--- src/hw/rtl/oaks_pkg.sv ---
// ----------------------------------------------------------------------------
// oaks_pkg
// Shared types and constants for the ordered array key set: operation codes,
// field widths, default sizes and the memory request bundle.
// ----------------------------------------------------------------------------
package oaks_pkg;

  // operation codes carried in the kind field
  typedef logic [1:0] kind_t;
  localparam kind_t KIND_INSERT = 2'd0;
  localparam kind_t KIND_REMOVE = 2'd1;
  localparam kind_t KIND_LOOKUP = 2'd2;
  localparam kind_t KIND_CLEAR  = 2'd3;

  // fixed field widths of the channels
  localparam int IN_KEY_W = 32;
  localparam int COUNT_W  = 5;

  // default sizes
  localparam int DEF_CAPACITY  = 16;
  localparam int DEF_KEY_WIDTH = 32;

  // upper bounds of the sizes, used for the request bundle
  localparam int MAX_ADDR_W = 10;
  localparam int MAX_KEY_W  = 64;

  // read and write port requests from the sequencer
  typedef struct packed {
    logic                  rd_en;
    logic [MAX_ADDR_W-1:0] rd_addr;
    logic                  wr_en;
    logic [MAX_ADDR_W-1:0] wr_addr;
    logic [MAX_KEY_W-1:0]  wr_data;
  } mem_req_t;

endpackage

--- src/hw/rtl/oaks_ifs.sv ---
// ----------------------------------------------------------------------------
// oaks_ifs
// Valid/ready channels of the key set: the request word (kind, key) and the
// result word (found, dropped_full, count).
// ----------------------------------------------------------------------------
interface oaks_in_if;
  import oaks_pkg::*;

  logic                valid;
  logic                ready;
  kind_t               kind;
  logic [IN_KEY_W-1:0] key;

  modport source (output valid, output kind, output key, input ready);
  modport sink   (input valid, input kind, input key, output ready);
endinterface

interface oaks_out_if;
  import oaks_pkg::*;

  logic               valid;
  logic               ready;
  logic               found;
  logic               dropped_full;
  logic [COUNT_W-1:0] count;

  modport source (output valid, output found, output dropped_full, output count, input ready);
  modport sink   (input valid, input found, input dropped_full, input count, output ready);
endinterface

--- src/hw/rtl/oaks_mem.sv ---
// ----------------------------------------------------------------------------
// oaks_mem
// Key store: one write port and one read port, read data registered.
// ----------------------------------------------------------------------------
module oaks_mem #(
  parameter int CAPACITY  = oaks_pkg::DEF_CAPACITY,
  parameter int KEY_WIDTH = oaks_pkg::DEF_KEY_WIDTH
) (
  input  logic                 clk,
  input  oaks_pkg::mem_req_t   req,
  output logic [KEY_WIDTH-1:0] rd_data
);
  import oaks_pkg::*;

  localparam int AW = (CAPACITY > 1) ? $clog2(CAPACITY) : 1;

  logic [KEY_WIDTH-1:0] mem_r [CAPACITY];
  logic [KEY_WIDTH-1:0] rd_data_r;

  // write port
  always_ff @(posedge clk) begin
    if (req.wr_en) begin
      mem_r[req.wr_addr[AW-1:0]] <= req.wr_data[KEY_WIDTH-1:0];
    end
  end

  // registered read port
  always_ff @(posedge clk) begin
    if (req.rd_en) begin
      rd_data_r <= mem_r[req.rd_addr[AW-1:0]];
    end
  end

  assign rd_data = rd_data_r;

endmodule

--- src/hw/rtl/oaks_ctrl.sv ---
// ----------------------------------------------------------------------------
// oaks_ctrl
// Sequencer of the key set: linear search over the held entries, shift-down
// pass on remove, append on insert, count keeping and the result register.
// ----------------------------------------------------------------------------
module oaks_ctrl #(
  parameter int CAPACITY  = oaks_pkg::DEF_CAPACITY,
  parameter int KEY_WIDTH = oaks_pkg::DEF_KEY_WIDTH
) (
  input  logic                 clk,
  input  logic                 rst_n,
  oaks_in_if.sink              in_ch,
  oaks_out_if.source           out_ch,
  output oaks_pkg::mem_req_t   req,
  input  logic [KEY_WIDTH-1:0] rd_data
);
  import oaks_pkg::*;

  localparam int CW = $clog2(CAPACITY + 1);

  localparam logic [1:0] ST_IDLE  = 2'd0;
  localparam logic [1:0] ST_SRCH  = 2'd1;
  localparam logic [1:0] ST_SHIFT = 2'd2;
  localparam logic [1:0] ST_FIN   = 2'd3;

  logic [1:0]           st_r, st_nxt;
  kind_t                kind_r, kind_nxt;
  logic [KEY_WIDTH-1:0] key_r, key_nxt;
  logic [CW-1:0]        idx_r, idx_nxt;
  logic                 found_r, found_nxt;
  logic [CW-1:0]        held_r, held_nxt;
  logic                 out_valid_r, out_valid_nxt;
  logic                 out_found_r, out_found_nxt;
  logic                 out_drop_r, out_drop_nxt;
  logic [COUNT_W-1:0]   out_count_r, out_count_nxt;

  logic [IN_KEY_W+KEY_WIDTH-1:0] key_ext;
  logic [KEY_WIDTH-1:0]          key_in;
  logic [CW:0]                   held_ext, idx1, idx2;
  logic [COUNT_W+CW-1:0]         count_ext;
  logic                          is_full, match, fin_go, drop;

  // key masked to the stored width
  assign key_ext = {{KEY_WIDTH{1'b0}}, in_ch.key};
  assign key_in  = key_ext[KEY_WIDTH-1:0];

  assign held_ext  = {1'b0, held_r};
  assign idx1      = {1'b0, idx_r} + 1'b1;
  assign idx2      = {1'b0, idx_r} + 2'd2;
  assign is_full   = (held_r >= CW'(CAPACITY));
  assign match     = (rd_data == key_r);
  assign fin_go    = (st_r == ST_FIN) && (!out_valid_r || out_ch.ready);
  assign drop      = (kind_r == KIND_INSERT) && !found_r && is_full;
  assign count_ext = {{COUNT_W{1'b0}}, held_nxt};

  assign in_ch.ready = (st_r == ST_IDLE);

  // sequencer
  always_comb begin
    st_nxt        = st_r;
    kind_nxt      = kind_r;
    key_nxt       = key_r;
    idx_nxt       = idx_r;
    found_nxt     = found_r;
    held_nxt      = held_r;
    out_valid_nxt = out_valid_r;
    out_found_nxt = out_found_r;
    out_drop_nxt  = out_drop_r;
    out_count_nxt = out_count_r;
    req           = '0;

    // result word taken
    if (out_valid_r && out_ch.ready) begin
      out_valid_nxt = 1'b0;
    end

    unique case (st_r)
      ST_IDLE: begin
        if (in_ch.valid) begin
          kind_nxt  = in_ch.kind;
          key_nxt   = key_in;
          idx_nxt   = '0;
          found_nxt = 1'b0;
          if (held_r != '0) begin
            req.rd_en   = 1'b1;
            req.rd_addr = '0;
            st_nxt      = ST_SRCH;
          end else begin
            st_nxt = ST_FIN;
          end
        end
      end
      // one entry compared per cycle
      ST_SRCH: begin
        if (match) begin
          found_nxt = 1'b1;
          if ((kind_r == KIND_REMOVE) && (idx1 < held_ext)) begin
            req.rd_en   = 1'b1;
            req.rd_addr = MAX_ADDR_W'(idx1);
            st_nxt      = ST_SHIFT;
          end else begin
            st_nxt = ST_FIN;
          end
        end else if (idx1 < held_ext) begin
          req.rd_en   = 1'b1;
          req.rd_addr = MAX_ADDR_W'(idx1);
          idx_nxt     = idx1[CW-1:0];
        end else begin
          st_nxt = ST_FIN;
        end
      end
      // entry idx+1 arrives, written to idx
      ST_SHIFT: begin
        req.wr_en   = 1'b1;
        req.wr_addr = MAX_ADDR_W'(idx_r);
        req.wr_data = MAX_KEY_W'(rd_data);
        if (idx2 < held_ext) begin
          req.rd_en   = 1'b1;
          req.rd_addr = MAX_ADDR_W'(idx2);
          idx_nxt     = idx1[CW-1:0];
        end else begin
          st_nxt = ST_FIN;
        end
      end
      // commit count, append and load the result word
      ST_FIN: begin
        if (fin_go) begin
          case (kind_r)
            KIND_INSERT: begin
              if (!found_r && !is_full) begin
                req.wr_en   = 1'b1;
                req.wr_addr = MAX_ADDR_W'(held_r);
                req.wr_data = MAX_KEY_W'(key_r);
                held_nxt    = CW'(held_ext + 1'b1);
              end
            end
            KIND_REMOVE: begin
              if (found_r) begin
                held_nxt = CW'(held_ext - 1'b1);
              end
            end
            KIND_CLEAR: held_nxt = '0;
            default: ;
          endcase
          out_valid_nxt = 1'b1;
          out_found_nxt = found_r;
          out_drop_nxt  = drop;
          out_count_nxt = count_ext[COUNT_W-1:0];
          st_nxt        = ST_IDLE;
        end
      end
      default: st_nxt = ST_IDLE;
    endcase
  end

  // control registers
  always_ff @(posedge clk) begin
    if (!rst_n) begin
      st_r        <= ST_IDLE;
      held_r      <= '0;
      out_valid_r <= 1'b0;
    end else begin
      st_r        <= st_nxt;
      held_r      <= held_nxt;
      out_valid_r <= out_valid_nxt;
    end
  end

  // payload registers
  always_ff @(posedge clk) begin
    kind_r      <= kind_nxt;
    key_r       <= key_nxt;
    idx_r       <= idx_nxt;
    found_r     <= found_nxt;
    out_found_r <= out_found_nxt;
    out_drop_r  <= out_drop_nxt;
    out_count_r <= out_count_nxt;
  end

  assign out_ch.valid        = out_valid_r;
  assign out_ch.found        = out_found_r;
  assign out_ch.dropped_full = out_drop_r;
  assign out_ch.count        = out_count_r;

`ifndef NO_ASSERTIONS
  // count never passes the capacity
  a_held_bound: assert property (@(posedge clk) disable iff (!rst_n)
    held_r <= CW'(CAPACITY))
    else $error("held count above capacity");

  // search cycles never write the store
  a_srch_no_wr: assert property (@(posedge clk) disable iff (!rst_n)
    (st_r == ST_SRCH) |-> !req.wr_en)
    else $error("store written during search");

  // shift writes stay below the last held entry
  a_shift_range: assert property (@(posedge clk) disable iff (!rst_n)
    (st_r == ST_SHIFT) |-> (idx1 < held_ext))
    else $error("shift outside held entries");

  // a successful remove lowers the count by one
  a_remove_dec: assert property (@(posedge clk) disable iff (!rst_n)
    (fin_go && (kind_r == KIND_REMOVE) && found_r) |=>
      (held_r == CW'($past(held_ext) - 1'b1)))
    else $error("remove did not lower the count");

  // a dropped insert leaves the store full
  a_drop_full: assert property (@(posedge clk) disable iff (!rst_n)
    (out_valid_r && out_drop_r) |-> (held_r == CW'(CAPACITY)))
    else $error("insert dropped below capacity");
`endif

endmodule

--- src/hw/rtl/ordered_array_key_set.sv ---
// ----------------------------------------------------------------------------
// ordered_array_key_set
// Set of distinct keys kept in insertion order in a fixed on-chip store.
// ----------------------------------------------------------------------------
// Each request word carries an operation (insert, remove, lookup, clear) and a
// key; each one gives exactly one result word with found, dropped_full and the
// count after the operation. Keys live in one memory with a registered read;
// the sequencer compares one held entry per cycle, and a remove then moves
// every later entry down one place, one entry per cycle through the same read
// and write ports. The search stops at a match and otherwise compares every
// held entry. A result is loaded only once the previous result word has left
// the output register.
// A new request is taken once the previous one has finished; its result may
// still wait in the output register. No clearing pass is needed after reset.
// ----------------------------------------------------------------------------
module ordered_array_key_set #(
  parameter int CAPACITY  = oaks_pkg::DEF_CAPACITY,
  parameter int KEY_WIDTH = oaks_pkg::DEF_KEY_WIDTH
) (
  input  logic       clk,
  input  logic       rst_n,
  oaks_in_if.sink    in_ch,
  oaks_out_if.source out_ch
);
  import oaks_pkg::*;

  mem_req_t             req;
  logic [KEY_WIDTH-1:0] rd_data;

  // sequencer
  oaks_ctrl #(
    .CAPACITY  (CAPACITY),
    .KEY_WIDTH (KEY_WIDTH)
  ) u_ctrl (
    .clk     (clk),
    .rst_n   (rst_n),
    .in_ch   (in_ch),
    .out_ch  (out_ch),
    .req     (req),
    .rd_data (rd_data)
  );

  // key store
  oaks_mem #(
    .CAPACITY  (CAPACITY),
    .KEY_WIDTH (KEY_WIDTH)
  ) u_mem (
    .clk     (clk),
    .req     (req),
    .rd_data (rd_data)
  );

endmodule

--- src/flat_wrapper.sv ---
// flat-port wrapper written by rule: the top's interface ports become plain ports
module ordered_array_key_set_flat import oaks_pkg::*;
#(
  parameter int CAPACITY  = oaks_pkg::DEF_CAPACITY,
  parameter int KEY_WIDTH = oaks_pkg::DEF_KEY_WIDTH
)
  (clk, rst_n, in_ch_valid, in_ch_kind, in_ch_key, in_ch_ready, out_ch_valid, out_ch_found, out_ch_dropped_full, out_ch_count, out_ch_ready);
  oaks_in_if in_ch_i ();
  oaks_out_if out_ch_i ();
  input  logic clk;
  input  logic rst_n;
  input wire logic [$bits(in_ch_i.valid)-1:0] in_ch_valid;
  input wire logic [$bits(in_ch_i.kind)-1:0] in_ch_kind;
  input wire logic [$bits(in_ch_i.key)-1:0] in_ch_key;
  output wire logic [$bits(in_ch_i.ready)-1:0] in_ch_ready;
  output wire logic [$bits(out_ch_i.valid)-1:0] out_ch_valid;
  output wire logic [$bits(out_ch_i.found)-1:0] out_ch_found;
  output wire logic [$bits(out_ch_i.dropped_full)-1:0] out_ch_dropped_full;
  output wire logic [$bits(out_ch_i.count)-1:0] out_ch_count;
  input wire logic [$bits(out_ch_i.ready)-1:0] out_ch_ready;
  assign in_ch_i.valid = in_ch_valid;
  assign in_ch_i.kind = in_ch_kind;
  assign in_ch_i.key = in_ch_key;
  assign in_ch_ready = in_ch_i.ready;
  assign out_ch_valid = out_ch_i.valid;
  assign out_ch_found = out_ch_i.found;
  assign out_ch_dropped_full = out_ch_i.dropped_full;
  assign out_ch_count = out_ch_i.count;
  assign out_ch_i.ready = out_ch_ready;
  ordered_array_key_set #(.CAPACITY(CAPACITY), .KEY_WIDTH(KEY_WIDTH)) u_core (.clk(clk), .rst_n(rst_n), .in_ch(in_ch_i), .out_ch(out_ch_i));
endmodule
--- config.mk ---
export PLATFORM = sky130hd
export DESIGN_NAME = ordered_array_key_set_flat
export DESIGN_NICKNAME = d
export VERILOG_FILES = /design/src/hw/rtl/oaks_pkg.sv /design/src/hw/rtl/oaks_ifs.sv /design/src/hw/rtl/oaks_mem.sv /design/src/hw/rtl/oaks_ctrl.sv /design/src/hw/rtl/ordered_array_key_set.sv /design/src/flat_wrapper.sv
export SDC_FILE = /design/constraint.sdc
export NUM_CORES = 1
export LEC_CHECK = 0
export BUFFER_PORTS_ARGS = -buffer_cell sky130_fd_sc_hd__buf_2
export CORE_ASPECT_RATIO = 0.9
export CORE_MARGIN = 3
export CORE_UTILIZATION = 45
export DETAILED_ROUTE_END_ITERATION = 8
export SLEW_MARGIN = 10
export SYNTH_ARGS = -nofsm -noshare
export SYNTH_HDL_FRONTEND = slang
export SYNTH_SLANG_ARGS = --single-unit
--- constraint.sdc ---
create_clock -name clk -period 6.4 [get_ports clk]
set_input_delay 0.32 -clock clk [delete_from_list [all_inputs] [get_ports clk]]
set_output_delay 0.32 -clock clk [all_outputs]
set_load 0.005 [all_outputs]
==> flow_summary.ini <==
[yosys]
ys_seq_elements = 599
syn-cell-area_um2 = 25100
yosysTopAreaCell = edfxtp_1
yosys.area.top_type_share_pct = 70.7
async_reset_ff_share_pct = 0
ys_top_cells_by_area = edfxtp_1, mux2_2, a21oi_1
synth_edf_count = 591
synth_area_per_cell_um2 = 14.4
syn_inst = 1745
synth-main-ff-cell = edfxtp_1
synth_most_common_cell = edfxtp_1
ys_types = 63
synth_common_cells = edfxtp_1, a21oi_1, nor2_1
synth_fp_nets = 1800
ys_warn_count = 0
ys_seq_area_share_pct = 71.3

[power_and_ir_drop]
p_sw_share_pct = 34.7
comb_power_share_pct = 31.4
finalPower_mw = 13.1
p_per_area_nw_per_um2 = 458
p_leak_nw = 9.46
clkPwrFrac_pct = 27.2
p_sw_mw = 4.55
seq_power_share_pct = 41.4
p_int_mw = 8.57
peakVddDrop_uv = 310

[global_route]
grt_first_pass_wirelength_mm = 104
grt_usage_pct = 23.8
grt_remaining_overflow = 0
grt_max_degree = 125
antenna_found_initial = 0
grt_pass1_vias = 15400

[clock_network]
clk_pin_slew_ns = 0.07
cts.sinks = 599
cts_made_buffers = 60
cts_tree = yes
clk_path_buf_depth = 3
clock_latency_ns = 0.63
postCtsSetupRepairBufs = 0
htree_levels = 2
root_buffer = clkbuf_16

[placed_design]
io_buffers = 46
pre_cts_ws_ns = 1.66
postPlaceCellArea_um2 = 26300
place_inst = 2406
gp_congestion = 0.838
hpwl_mm = 40.0

[routing]
ant_nets = 0
wl_mm = 70.3
drt-pass1-iter-count = 6
drcViolationCount = 0
drt_iter0_drc = 1946
vias = 16100
wl_per_cell_um = 27.5
via_per_inst = 6.31

[floorplan]
start_util_pct = 45.9
dieWidth_um = 255
die_area_um2 = 58600
die_h_um = 230
core_area_um2 = 54700
rows = 81
ios = 47

[setup_path]
critPathLaunchType = flip-flop
r2r_start = u_core.u_ctrl.idx_r[1]$_SDFFCE_PN0P_
path_max_fanout = 35
cp-startpoint = u_core.u_ctrl.idx_r[1]$_SDFFCE_PN0P_
path_class = flip-flop to flip-flop
crit_required_ns = 6.76
cp.arrival_ns = 5.26
crit_path_end_kind = flip-flop

[timing]
post-route-period-util_pct = 76.6
finalMaxSlewViolations = 0
finalWorstSetupSlack_ns = 1.50
setup_viol = 0
relSlewSlack_pct = 15.7
grt_setup_unrepaired = false
finalHoldViolations = 0
hold_ws_ns = 0.0520
max_freq_mhz = 204
finClkSkew_ns = 0.0171
finalCriticalPeriod_ns = 4.90
tightest_slew_ns = 1.26
setup_tns_ns = 0

[final_layout]
design_area_um2 = 28700
finalNonFillerCells = 2552
final_nets = 1853
drive_above_1_share_pct = 16.5
diodes = 0
area.growth.synth_to_final_pct = 14.2
fin_util_pct = 52.4

[worst_hold_path]
hold_start = out_ch_ready
hold_path_class = input pin to flip-flop

[status]
status = completed

[flow_run]
cap_violations = 0
critical path, stage by stage (launching register included):
cell	delay, ns
edfxtp_1	0.55
ha_1	0.32
nand2_1	0.10
xor2_1	0.26
inv_1	0.09
ha_1	0.31
a21o_1	0.18
a21oi_2	0.17
nand3_1	0.39
a31oi_1	0.71
a21oi_1	0.14
o32a_2	0.61
buf_4	0.38
o22ai_1	0.27
o22ai_1	0.11
cell type report:
cell class                 instances  area (um^2)
multi-input combinational        994         6800
timing repair buffer             126         1010
clock buffer                      69         1560
sequential                       599        17900
tap                              705          882
inverter                          17         63.8
clock inverter                    42          437
fill                            4546        26100
path summary, 6_finish.rpt:
check | cells after the start | end | slack, ns
setup / recovery | 14 | u_core.u_mem.rd_data[14]$_DFFE_PP_ | 1.50
hold / removal | 3 | u_core.u_ctrl.out_ch.valid$_SDFF_PN0_ | 0.05
setup reg to reg | 14 | u_core.u_mem.rd_data[14]$_DFFE_PP_ | 1.50
hold reg to reg | 2 | u_core.u_ctrl.st_r[0]$_SDFFE_PN0P_ | 0.61
layer usage:
| layer | GRT usage (%) | vias up | wire length, um |
|---|---|---|---|
| met5 | 0 | - | 0 |
| met4 | 7.78 | 0 | 2170 |
| met3 | 5.56 | 129 | 6520 |
| met2 | 35.0 | 804 | 31200 |
| met1 | 35.0 | 8146 | 30300 |
| li1 | - | 7033 | - |
power groups by stage:
| stage | clock, mW | combinational (mW) | sequential (mW) |
|---|---|---|---|
| after floorplan | 0 | 2.67 | 5.39 |
| after global placement | 0 | 3.98 | 5.49 |
| after detailed placement | 0 | 4.05 | 5.50 |
| after CTS | 3.62 | 4.08 | 5.43 |
| after global routing | 3.78 | 4.43 | 5.47 |
| final | 3.57 | 4.12 | 5.43 |
cell families after synthesis:
| kind of cell | count (synthesis) | synth area share [%] |
|---|---|---|
| buf+inv | 152 | 2.44 |
| flops | 599 | 71.3 |
| compound gates | 426 | 11.5 |
| xor+xnor | 37 | 1.29 |
| mux | 98 | 4.39 |
| fa+ha+maj | 17 | 0.847 |
| simple gates | 416 | 8.17 |
cells in the final DEF, fill, tap and decap left out, types with 6 or more instances in the layout:
master and instances:
xor2_1 35, a22o_1 33, a21oi_1 139, ha_1 15
clkinv_2 11, buf_4 38, o21ai_0 45, edfxtp_1 591
mux2_2 92, clkbuf_1 8, nor2_4 18, nor2_1 114
o221ai_1 63, clkinv_1 18, and2_1 8, nand3_1 14
dlygate4sd3_1 35, buf_2 46, nor3_1 130, inv_1 16
bufinv_16 8, nand2_1 26, o22ai_1 63, a221o_1 32
dfxtp_1 8, nor2b_1 37, clkbuf_16 61, nor4_1 45
buf_12 6
state kept, by name, indices dropped and copies added (netlist names):
register	flops
u_core.u_mem.mem_r	512
u_core.u_ctrl.key_r	32
u_core.u_ctrl.found_r	1
u_core.u_ctrl.st_r	2
u_core.u_ctrl.kind_r	2
u_core.u_ctrl.held_r	5
u_core.u_ctrl.idx_r	5
u_core.u_mem.rd_data	32
u_core.u_ctrl.out_ch.valid	1
u_core.u_ctrl.out_ch.dropped_full	1
u_core.u_ctrl.out_ch.count	5
u_core.u_ctrl.out_ch.found	1
what timing repair did:
action / in CTS / in global routing
hold endpoints to repair: 35 / 0
setup endpoints to repair: 0 / 0
hold buffers: 35 / 0
gates resized for setup: 0 / 0
Note: power is estimated with default switching activity, not from simulation.
